$ cat src/design/wmm_pkg.sv
// Shared constants and register codes for the 3x3 window mean and median block.
package wmm_pkg;

	localparam int DEF_MAX_LINE    = 1024;
	localparam int DEF_SAMPLE_BITS = 16;

	// Row position width follows the largest line count.
	localparam int ROW_W          = 12;
	localparam int LINE_COUNT_MAX = 4096;

	// Configuration port.
	localparam int CFG_DATA_W = 13;
	localparam int CFG_IDX_W  = 2;
	localparam int LEN_CFG_W  = 11;
	localparam int CNT_CFG_W  = 13;

	localparam int MIN_EXTENT   = 3;
	localparam int RESET_LENGTH = 1024;
	localparam int RESET_COUNT  = 1024;

	// Window geometry.
	localparam int WIN = 3;

	typedef enum logic [CFG_IDX_W-1:0] {
		REG_LINE_LENGTH = 2'd0,
		REG_LINE_COUNT  = 2'd1
	} cfg_reg_t;

endpackage

$ cat src/design/wmm_col_cell.sv
// One window column cell: holds a column of three samples, sorts and sums it.
module wmm_col_cell #(
	parameter int SAMPLE_BITS = wmm_pkg::DEF_SAMPLE_BITS
) (
	input  logic                   clk,
	input  logic                   shift_en,
	input  logic [SAMPLE_BITS-1:0] in_top,
	input  logic [SAMPLE_BITS-1:0] in_mid,
	input  logic [SAMPLE_BITS-1:0] in_bot,
	output logic [SAMPLE_BITS-1:0] out_top,
	output logic [SAMPLE_BITS-1:0] out_mid,
	output logic [SAMPLE_BITS-1:0] out_bot,
	output logic [SAMPLE_BITS-1:0] col_lo,
	output logic [SAMPLE_BITS-1:0] col_med,
	output logic [SAMPLE_BITS-1:0] col_hi,
	output logic [SAMPLE_BITS+1:0] col_sum
);

	logic [SAMPLE_BITS-1:0] top_q, mid_q, bot_q;
	logic [SAMPLE_BITS-1:0] x0, x1, y1;

	always_ff @(posedge clk) begin
		if (shift_en) begin
			top_q <= in_top;
			mid_q <= in_mid;
			bot_q <= in_bot;
		end
	end

	assign out_top = top_q;
	assign out_mid = mid_q;
	assign out_bot = bot_q;

	// Three compare-exchanges sort the held column.
	always_comb begin
		if (top_q > mid_q) begin
			x0 = mid_q;
			x1 = top_q;
		end else begin
			x0 = top_q;
			x1 = mid_q;
		end
		if (x1 > bot_q) begin
			y1     = bot_q;
			col_hi = x1;
		end else begin
			y1     = x1;
			col_hi = bot_q;
		end
		if (x0 > y1) begin
			col_lo  = y1;
			col_med = x0;
		end else begin
			col_lo  = x0;
			col_med = y1;
		end
	end

	assign col_sum = {2'b00, top_q} + {2'b00, mid_q} + {2'b00, bot_q};

endmodule

$ cat config.mk
export PLATFORM = sky130hd
export DESIGN_NAME = wmm_col_cell
export DESIGN_NICKNAME = d
export VERILOG_FILES = /design/src/design/wmm_pkg.sv /design/src/design/wmm_col_cell.sv
export SDC_FILE = /design/constraint.sdc
export NUM_CORES = 1
export LEC_CHECK = 0
export BUFFER_PORTS_ARGS = -buffer_cell sky130_fd_sc_hd__buf_2
export CORE_UTILIZATION = 35
export DETAILED_ROUTE_END_ITERATION = 7
export GPL_ROUTABILITY_DRIVEN = 0
export GPL_TIMING_DRIVEN = 0
export HOLD_SLACK_MARGIN = 0.08
export PLACE_DENSITY_LB_ADDON = 0.05
export SYNTH_ARGS = -nofsm -noshare
export SYNTH_HDL_FRONTEND = slang
export SYNTH_SLANG_ARGS = --single-unit
$ cat constraint.sdc
create_clock -name clk -period 8.5 [get_ports clk]
set_input_delay 1.7 -clock clk [delete_from_list [all_inputs] [get_ports clk]]
set_output_delay 1.7 -clock clk [all_outputs]
set_load 0.02 [all_outputs]
Word level (Yosys, flattened, before mapping)
Index checks and enable logic that the tools add are counted.
- $add $sub $neg: 2
- multiply operators: 0
- div/mod/pow operators: 0
- magnitude comparators: 3
- eq/ne operators: 0
- shifts and indexed selects: 0
- mux-type cells: 6
- bitwise operators: 0
- reduce and logical (&&, ||, !) cells: 0
- operators with widths (cell ; number):
    $mux 16 ; 6
    $gt 16x16->1 ; 3
    $add 17x16->18 ; 1
    $add 16x16->17 ; 1
- register bits after elaboration: 48
- latch bits: 0
- RAM bits: 0
- ROM bits: 0
- bits of input ports: 50
- output and inout bits: 114
- logic and storage cells: 14
- memories: 0

Logic depth before layout (Yosys ltp)
- depth after elaboration: 6
- depth in mapped cells: 26
- mapped depth without buffers: 22

Worst setup path before layout
Ideal clock, no wire load.
- path type: flip-flop to output port
- start point: register mid_q[1] (netlist: out_mid[1])
- end point: output col_med[0]
- data arrival time: 6.096 ns
- data required time: 6.800 ns
- slack: 0.704 ns
- stages on the path, launching flop included: 24
- path buffers: 3
- cell sequence: edfxtp_1 > inv_1 > ha_1 > nor2b_1 > o211ai_1 > a21oi_1 > a211o_1 > a21oi_4 > buf_4 > mux2i_1 > ha_1 > a21o_1 > a221o_1 > o31a_1 > buf_4 > buf_2 > mux2i_1 > ha_1 > nand4_1 > or3_1 > o221a_2 > o21bai_1 > mux2i_2 > a221oi_1
- cells in the longest elaborated chain, start to end: 6
- ends and longest elaborated chain (item ; line ; text):
    from (decl) ; wmm_col_cell.sv:19 ; logic [SAMPLE_BITS-1:0] top_q, mid_q, bot_q;
    from (signal assigned) ; wmm_col_cell.sv:25 ; mid_q <= in_mid;
    $gt 16x16->1 ; wmm_col_cell.sv:36 ; if (top_q > mid_q) begin
    $mux 16 ; wmm_col_cell.sv:36 ;
    $gt 16x16->1 ; wmm_col_cell.sv:43 ; if (x1 > bot_q) begin
    $mux 16 ; wmm_col_cell.sv:43 ;
    $gt 16x16->1 ; wmm_col_cell.sv:50 ; if (x0 > y1) begin
    $mux 16 * ; wmm_col_cell.sv:50 ;
    to (decl) ; wmm_col_cell.sv:14 ; output logic [SAMPLE_BITS-1:0] col_med,
Mark *: on every way between the ends. The rest lies on a longest branch, timed or not.

Final worst setup path
- start point: register mid_q[1] (netlist: out_mid[1])
- end point: output col_med[10]
Same word-level chain as after synthesis.

==> reports/qor.txt <==
vias: 4,598
clock root buffer: clkbuf_16
Chip Height: 121 µm
WP buf/inv: 7
top cell type's share of synthesized area: 28.8%
Final Hold Vio Count: 0
top cells by count, synth: ha_1 (63), inv_1 (60), edfxtp_1 (48)
initial core utilization: 36.0%
layout cell share with drive strength beyond 1: 41.4%
FF+latch count, synth: 48
setup TNS: 0 ns
Die Area: 0.0148 mm²
ys async rst share: 0%
final-stage net count: 829
post-synthesis cell type count: 54
HP Class: in2reg
family with the most delay on the worst path: compound AO/OA/AOI/OAI gates
Crit-path slowest cell: edfxtp_1
Horiz. Die Dim: 121 µm
htree depth: 2
total grt overflow: 0
overall routing resource usage: 21.9%
critical path endpoint category: output port
worst hold slack: 1.56 ns
outcome: finished, final reports clean
Worst-Margin Slew: 1.14 ns
Num CTS Buffers: 5
synth warn: 0
Final min period: 8.27 ns
number of diodes: 0
Synth Net Count: 620
largest net degree at the start of global routing: 49
syn_area_per_cell: 10.2 µm²
WL/cell: 18.4 µm
Worst Setup Path Type: reg2out
total core area: 0.0139 mm²
Total Wirelength: 16.2 mm
RSZ-0062 raised after global routing: yes
number of synthesized flops with an enable pin: 48
CTS tree: done
post-DP HPWL: 12.2 mm
Final ANT Viol Nets: 0
hold buffers post-CTS: 0
# fillers: 1,339
clk slew on worst S/H paths: 0.07 ns
Lkg Pwr: 3.20 nW
most frequent CP cell: ha_1
DRC viols: 0
CTS sink count: 48
Cell Rows: 43
area of the mapped netlist: 0.00500 mm²
Setup-failing EPs final: 0
P&R area growth vs syn: 36.4%
CP arrival: 6.57 ns
fmax: 121 MHz
Via density: 5.23
register area share after synthesis: 28.8%
top-count cell post-synth: ha_1
clk buf depth: 2
IO Port Bufs: 163
antenna violations before repair: 0
DR pass1 iterations: 4
fin crit share: 97.3%
Slew HR: 24.3%
top-level I/O count: 164
Startpoint Class: flip-flop
Pwr Total: 1.98 mW
Slew Viols, Final: 0
main area contributors after synthesis: edfxtp_1 (29%), ha_1 (16%), fa_1 (6.8%), mux2i_1 (6.4%), inv_1 (4.5%)
Max FO, Critical Path: 10
maximum VDD drop: 0.140 mV
first-iteration detailed-routing DRC count: 223
Max Cap Violations: 0
PwrDens: 290 mW/mm²
Synth area leader: edfxtp_1
Post-Syn Instances: 490
Critical Path RT: 6.80 ns
vias in the first global route: 4,497
slowest stage delay, CP: 0.45 ns
Most used DFF post-synth: edfxtp_1
wire length of the first global-routing pass: 24.2 mm
## layout make-up
cell class | instances | area (µm²) | share of cell area [%]
multi-input combinational | 367 | 3440 | 50.4
inverter | 60 | 225 | 3.30
sequential | 48 | 1440 | 21.1
buffer | 15 | 155 | 2.28
clock buffer | 6 | 129 | 1.89
tap | 180 | 225 | 3.30
clock inverter | 2 | 35.0 | 0.514
timing repair buffer | 202 | 1170 | 17.1
## worst paths after layout
kind	start	endpoint	slack, ns	cells after the start
hold / removal	in_bot[7]	out_bot[7]	1.56	1
setup / recovery	out_mid[1]	col_med[10]	0.23	27
## layer usage
| metal | wire length, µm | share of wire (%) | vias up | track usage, % |
|---|---|---|---|---|
| li1 | - | - | 2249 | - |
| met2 | 7980 | 49 | 143 | 37.6 |
| met5 | 0 | 0 | - | 0 |
| met3 | 821 | 5.1 | 10 | 3.62 |
| met4 | 143 | 0.88 | 0 | 5.02 |
| met1 | 7260 | 45 | 2196 | 28.5 |
## registers in the layout, indices dropped and copies added (netlist names)
register	cells
out_bot	16
out_mid	16
out_top	16
## layout by cell type, fill, tap and decap left out, types with 10 or more instances in the layout
master    instances
o21ai_0          25
nor2_1           21
buf_2           160
edfxtp_1         48
inv_1            53
fa_1             17
ha_1             62
mux2_2           15
o221a_1          16
a21oi_1          29
a221oi_2         15
mux2i_1          20
nand4_1          10
buf_4            44
nand2_1          47
## per-stage QoR
step / utilization [%] / area (µm²) / worst slack [ns] / cells
2_1_floorplan: - / 5000 / 0.704 / 490
3_3_place_gp: 43.5 / 6040 / -0.334 / 833
3_5_place_dp: 43.5 / 6040 / -0.513 / 833
4_1_cts: 46.0 / 6390 / 0.0134 / 848
5_1_grt: 49.1 / 6820 / -0.0820 / 880
6_report: 49.1 / 6820 / 0.228 / 880
## report_power, final
part,switching (mW),total (mW),internal (mW)
sequential,0.0308,0.314,0.283
combinational,0.845,1.43,0.588
clock,0.0917,0.230,0.139
total,0.968,1.98,1.01
## timing repair
item                                    4_1_cts  5_1_grt
setup buffers                                 7       31
gates cloned                                  0        1
resized for setup                            22       41
pin swaps                                     3       10
endpoints found under the setup margin       32       32
## cells by family after synthesis
kind of cell             after synthesis  share of synthesized area [%]
multiplexers                          51                           11.2
XOR/XNOR                              14                           2.45
buffers and inverters                 75                           6.43
AND/OR/NAND/NOR                      102                           9.77
adder cells (fa/ha/maj)               80                           22.6
flip-flops                            48                           28.8
AO/OA/AOI/OAI                        120                           18.7
No activity file was read; power rests on OpenSTA's default activity.
