[src/design/wmm_pkg.sv]
// Shared constants and register codes for the 3x3 window mean and median block.
package wmm_pkg;

	localparam int DEF_MAX_LINE    = 1024;
	localparam int DEF_SAMPLE_BITS = 16;

	// Row position width follows the largest line count.
	localparam int ROW_W          = 12;
	localparam int LINE_COUNT_MAX = 4096;

	// Configuration port.
	localparam int CFG_DATA_W = 13;
	localparam int CFG_IDX_W  = 2;
	localparam int LEN_CFG_W  = 11;
	localparam int CNT_CFG_W  = 13;

	localparam int MIN_EXTENT   = 3;
	localparam int RESET_LENGTH = 1024;
	localparam int RESET_COUNT  = 1024;

	// Window geometry.
	localparam int WIN = 3;

	typedef enum logic [CFG_IDX_W-1:0] {
		REG_LINE_LENGTH = 2'd0,
		REG_LINE_COUNT  = 2'd1
	} cfg_reg_t;

endpackage

[src/design/wmm_reduce.sv]
// Reduction pipeline: median of nine from three sorted columns, and sum divided by nine.
module wmm_reduce #(
	parameter int SAMPLE_BITS = wmm_pkg::DEF_SAMPLE_BITS
) (
	input  logic                   clk,
	input  logic                   en,
	input  logic [SAMPLE_BITS-1:0] col_lo  [wmm_pkg::WIN],
	input  logic [SAMPLE_BITS-1:0] col_med [wmm_pkg::WIN],
	input  logic [SAMPLE_BITS-1:0] col_hi  [wmm_pkg::WIN],
	input  logic [SAMPLE_BITS+1:0] col_sum [wmm_pkg::WIN],
	output logic [SAMPLE_BITS-1:0] mean_value,
	output logic [SAMPLE_BITS-1:0] median_value
);

	localparam int SUM_W  = SAMPLE_BITS + 4;
	localparam int SHIFT  = SUM_W + 4;
	localparam int PROD_W = SUM_W + SHIFT;
	// ceil(2^SHIFT / 9): exact floor division by nine for any SUM_W-bit sum
	localparam logic [PROD_W-1:0] RECIP = PROD_W'(((128'd1 << SHIFT) + 128'd8) / 128'd9);

	logic [SAMPLE_BITS-1:0] lo_s3  [wmm_pkg::WIN];
	logic [SAMPLE_BITS-1:0] med_s3 [wmm_pkg::WIN];
	logic [SAMPLE_BITS-1:0] hi_s3  [wmm_pkg::WIN];
	logic [SAMPLE_BITS+1:0] sum_s3 [wmm_pkg::WIN];

	logic [SAMPLE_BITS-1:0] lomax_s4, medmed_s4, himin_s4;
	logic [SUM_W-1:0]       sum_s4;

	logic [SAMPLE_BITS-1:0] median_s5;
	logic [PROD_W-1:0]      prod_s5;

	function automatic logic [SAMPLE_BITS-1:0] max2(input logic [SAMPLE_BITS-1:0] a,
		input logic [SAMPLE_BITS-1:0] b);
		return (a > b) ? a : b;
	endfunction

	function automatic logic [SAMPLE_BITS-1:0] min2(input logic [SAMPLE_BITS-1:0] a,
		input logic [SAMPLE_BITS-1:0] b);
		return (a < b) ? a : b;
	endfunction

	function automatic logic [SAMPLE_BITS-1:0] med3(input logic [SAMPLE_BITS-1:0] a,
		input logic [SAMPLE_BITS-1:0] b, input logic [SAMPLE_BITS-1:0] c);
		return max2(min2(a, b), min2(max2(a, b), c));
	endfunction

	always_ff @(posedge clk) begin
		if (en) begin
			lo_s3  <= col_lo;
			med_s3 <= col_med;
			hi_s3  <= col_hi;
			sum_s3 <= col_sum;

			// Median of nine is the median of max-of-lows, median-of-mids, min-of-highs.
			lomax_s4  <= max2(max2(lo_s3[0], lo_s3[1]), lo_s3[2]);
			medmed_s4 <= med3(med_s3[0], med_s3[1], med_s3[2]);
			himin_s4  <= min2(min2(hi_s3[0], hi_s3[1]), hi_s3[2]);
			sum_s4    <= SUM_W'(sum_s3[0]) + SUM_W'(sum_s3[1]) + SUM_W'(sum_s3[2]);

			median_s5 <= med3(lomax_s4, medmed_s4, himin_s4);
			prod_s5   <= PROD_W'(sum_s4) * RECIP;
		end
	end

	assign median_value = median_s5;
	assign mean_value   = prod_s5[SHIFT +: SAMPLE_BITS];

endmodule

[config.mk]
export PLATFORM = sky130hd
export DESIGN_NAME = wmm_reduce
export DESIGN_NICKNAME = d
export VERILOG_FILES = /design/src/design/wmm_pkg.sv /design/src/design/wmm_reduce.sv
export SDC_FILE = /design/constraint.sdc
export NUM_CORES = 1
export LEC_CHECK = 0
export BUFFER_PORTS_ARGS = -buffer_cell sky130_fd_sc_hd__buf_2
export CORE_UTILIZATION = 40
export CTS_CLUSTER_SIZE = 25
export DETAILED_ROUTE_END_ITERATION = 8
export SYNTH_ARGS = -nofsm -noshare
export SYNTH_HDL_FRONTEND = slang
export SYNTH_SLANG_ARGS = --single-unit
export TNS_END_PERCENT = 50
[constraint.sdc]
create_clock -name clk -period 7.4 [get_ports clk]
set_clock_uncertainty 0.15 [all_clocks]
set_input_delay 1.48 -clock clk [delete_from_list [all_inputs] [get_ports clk]]
set_output_delay 1.48 -clock clk [all_outputs]
set_load 0.05 [all_outputs]
[Yosys cells after proc, flatten, opt, wreduce, memory -nomap -nowiden]
Cells that the tools add are included.
Widths: inputs -> output; s select.
Storage, ports and cells
  output and inout bits: 32
  word-level logic and storage cells: 45
  bits in registers: 319
  input port bits: 200
Cells by class
  multipliers: 1
  multiplexer cells: 12
  add/sub/neg operators: 2
  $lt $le $gt $ge: 12
Operator list (count)
  $mux 16: 12
  $gt 16x16->1: 6
  $lt 16x16->1: 6
  $mul 20x18->37 const B: 1
  $add 19x18->20: 1
  $add 18x18->19: 1

[Depth between registers and ports, before layout]
  word-level depth: 6
  mapped depth: 31
  mapped depth without buffers: 26

[Worst setup path before layout]
OpenSTA, ideal clock, no wires.
  kind: register to register
  start point: reg med_s3[45] (netlist bit)
  end point: reg medmed_s4[10], data pin
  data arrival time: 5.969 ns
  setup slack: 1.002 ns
  buffers on the path: 5
  data required time: 6.972 ns
  clock period less this slack: 6.398 ns
  library setup time: 0.278 ns
  stages on the path, launching flop included: 26
  path through: edfxtp_1 > ha_1 > a21o_1 > a21o_1 > a221o_1 > a211o_1 > buf_2 > and2_4 > buf_6 > clkbuf_1 > o21ai_0 > ha_1 > a21oi_1 > o21ai_0 > a221o_1 > a41oi_1 > nand2_1 > o211ai_4 > buf_12 > mux2i_1 > ha_1 > nand4_1 > or2_2 > o31ai_2 > clkbuf_1 > mux2i_1
On the way
  cells in the longest elaborated chain, start to end: 6
  elaborated cells between the ends (all ways): 8
  those cells by class: order compare (4); mux (4)
Ends and longest elaborated chain
  start, declared: line wmm_reduce.sv:22  | logic [SAMPLE_BITS-1:0] med_s3 [wmm_pkg::WIN];
  start signal, assigned: line wmm_reduce.sv:50  | med_s3 <= col_med;
  $gt 16x16->1: line wmm_reduce.sv:34  | return (a > b) ? a : b;
  $mux 16: line wmm_reduce.sv:34
  $lt 16x16->1: line wmm_reduce.sv:39  | return (a < b) ? a : b;
  $mux 16: line wmm_reduce.sv:39
  $gt 16x16->1: line wmm_reduce.sv:34
  $mux 16 (*): line wmm_reduce.sv:34
  end signal, assigned: line wmm_reduce.sv:56  | medmed_s4 <= med3(med_s3[0], med_s3[1], med_s3[2]);
  end, declared: line wmm_reduce.sv:26  | logic [SAMPLE_BITS-1:0] lomax_s4, medmed_s4, himin_s4;
Mark *: on every way between the ends. The rest lies on a longest branch, timed or not.
A chain may end at the register's enable or synchronous reset.

[Worst setup path in the final report]
  start point: reg med_s3[43] (netlist bit)
  end point: reg medmed_s4[0], data pin
The elaborated chain is that of the path after synthesis.

==> reports/results.ini <==
[place]
place_ws_ns=0.513
gp_congestion=0.872
dp.cells=2654
portBuffers=231
hpwl_um=38400

[die]
dieArea_um2=54100
core-area_um2=52600
rows=84
die_w_um=233
ios=232
initial_core_util_pct=40.5
die_h_um=233

[logic_synthesis]
synthTopCellsByArea=edfxtp_1 42%, ha_1 18%, fa_1 10%
netlist_area_um2=21300
synth_fp_nets=2382
syn_inst=1760
synth_edf_count=298
synth_ff_type=edfxtp_1
ys_ff_latch=298
synth-simple-area-share_pct=6.29
syn_avg_cell_area_um2=12.1
synthDistinctLibCells=66
synthAdderAreaFrac_pct=28.7
synth_compound_area_share_pct=9.27
synth_top_family_by_area=adder cells
async_flop_share_pct=0
seq_area_frac_synth_pct=42.1
synthXorXnorAreaFrac_pct=1.40
yosysWarningCount=0
synth_top_area_share_pct=42.1
synth.area.mux_share_pct=6.30
yosysTopAreaCell=edfxtp_1

[clocking]
post_cts_buffers=0
clock-root-buffer=clkbuf_16
cts_max_level=2
clk_latency_ns=0.55
cts-resized-gates=0
cts.sinks=298
cts_tree=built
clk_path_buf_depth=3
cts_hold_buf=0
cts-buffers-inserted=36
clk_pin_slew_ns=0.06

[global_routing]
grt_antenna_before_repair=1
grt_pass1_wl_um=74700
grt.overflow.total=0
grt_start_max_net_pins=175
grt_pass1_vias=14500
grt_use_total_pct=17.8

[finish]
final_cells=2719
nNetsFinal=2626
syn2layout_area_growth_pct=14.7
drive_gt1_share_pct=17.8

[timing]
slew_headroom_pct=22.0
rsz0062_at_grt=false
clock.fmax_mhz=147
final.setup.worst_slack_ns=0.602
finalCritPeriodShare_pct=91.9
slew_viol_final=0
final_hold_viol_count=0
tightest_slew_ns=1.16
holdWs_ns=0.432
period_needed_ns=6.80
setup-tns-final_ns=0
setup_viol=0

[critical_path]
crit_path_start_kind=flop
crit_chain=ha_1 -> nand4_1 -> or3_1 -> or2_2 -> and2_4 -> o21ai_0 -> ha_1 -> a21oi_1 -> o21ai_0 -> a221o_1 -> a41oi_1 -> nand2_1 -> o211ai_4 -> mux2i_1 -> ha_1 -> nor2b_1 -> o21a_1 -> o21ai_0 -> a21oi_1 -> a31oi_1 -> o221ai_1 -> o31ai_4 -> mux2i_1
cp_max_fo=17
cpPeakStageDelay_ns=0.58
path_class=reg -> reg
worstPathRequired_ns=7.49
arrival_ns=6.89
cpMaxStageDelayCell=o211ai_4
critPathCaptureType=flop

[drt]
vias=14000
ant_nets=0
viasPerCell=5.15
drc=0
drtIter0Drc=1166
wl_um=47800
first_pass_iters=9
wl_per_cell_um=17.6

[run]
max-cap-violations=0

[outcome]
status=finished clean

[min_path]
min_path_type=reg -> reg

critical path: cells and delay by family (launching register included):
| family | cells | cell delay (ns) |
|---|---|---|
| and+or+nand+nor | 6 | 1.62 |
| muxes | 2 | 0.52 |
| AOI/OAI and AO/OA | 12 | 2.83 |
| DFF | 1 | 0.41 |
| adders and majority gates | 3 | 0.95 |
worst paths after layout:
| kind | start | endpoint | slack, ns | cells after the start |
|---|---|---|---|---|
| worst max-delay path | med_s3[43] | medmed_s4[0] | 0.60 | 23 |
| worst min-delay path | lo_s3[2] | lomax_s4[2] | 0.43 | 1 |
| worst min register to register | lo_s3[2] | lomax_s4[2] | 0.43 | 1 |
| worst max register to register | med_s3[43] | medmed_s4[0] | 0.60 | 23 |
registers in the layout, summed over array words and instances (netlist names):
signal / cells
sum_s3: 54
prod_s5: 16
med_s3: 48
lomax_s4: 16
median_value: 16
himin_s4: 16
lo_s3: 48
hi_s3: 48
sum_s4: 20
medmed_s4: 16
placed cells by master, fill, tap and decap left out, types with 22 or more instances in the layout:
master and count:
a21o_1 41, a21oi_1 82, buf_2 230, clkbuf_16 37, edfxtp_1 298, fa_1 111
ha_1 311, inv_1 289, mux2_2 48, mux2i_1 80, nand2_1 22, nand3_1 83
nand4_1 32, nor2_1 48, nor3_1 28, o211ai_1 22, o21ai_0 56, xnor2_1 29
cells by family (layout without fill, tap and decap cells):
logic type / Yosys count / in the layout
other: 0 / 1
and+or+nand+nor: 261 / 261
buffers and inverters: 325 / 595
AOI/OAI and AO/OA: 292 / 292
DFF: 298 / 298
xor gates and xnor gates: 34 / 34
muxes: 128 / 128
adders and majority gates: 422 / 422
metal layers:
layer | wire length [µm] | GRT usage [%] | vias to the layer above
li1 | - | - | 6896
met1 | 20100 | 21.7 | 6687
met2 | 24100 | 31.2 | 329
met3 | 2080 | 2.92 | 89
met4 | 1540 | 6.80 | 0
met5 | 0 | 0 | -
synthesized netlist by cell type (all sizes together), types with 2 or more instances:
library cell / count
ha: 311
edfxtp: 298
inv: 289
fa: 111
nand3: 83
a21oi: 82
mux2i: 80
o21ai: 65
mux2: 48
nor2: 48
a21o: 41
nand4: 32
xnor2: 29
nor3: 28
o211ai: 23
clkbuf: 22
nand2: 22
a222oi: 16
buf: 13
o21a: 12
nor2b: 10
a211oi: 7
nand2b: 7
or3: 7
a2111oi: 6
a221o: 5
or2: 5
xor2: 5
a211o: 4
and2: 4
and3: 4
nor4: 4
o21bai: 4
o31ai: 4
a221oi: 3
a31oi: 3
and4: 3
o2111ai: 3
a2111o: 2
a21boi: 2
through the flow:
step	util, %	instance area, µm²
after floorplan	-	21300
after global placement	44.2	23200
after detailed placement	44.2	23200
after CTS	46.4	24400
after global routing	46.4	24400
final	46.4	24400
area by class of cell:
type	instances	area [µm²]
multi-input cells	1137	11100
well taps	688	861
fillers	4773	28200
diodes	1	2.50
repair buffers	241	1250
flip-flops and latches	298	8950
clock buffers	40	937
inverters	290	1090
clock inverters	24	230
Power is not shown: default switching activity piles up to over one toggle a cycle in this logic, so the estimate is an artifact.
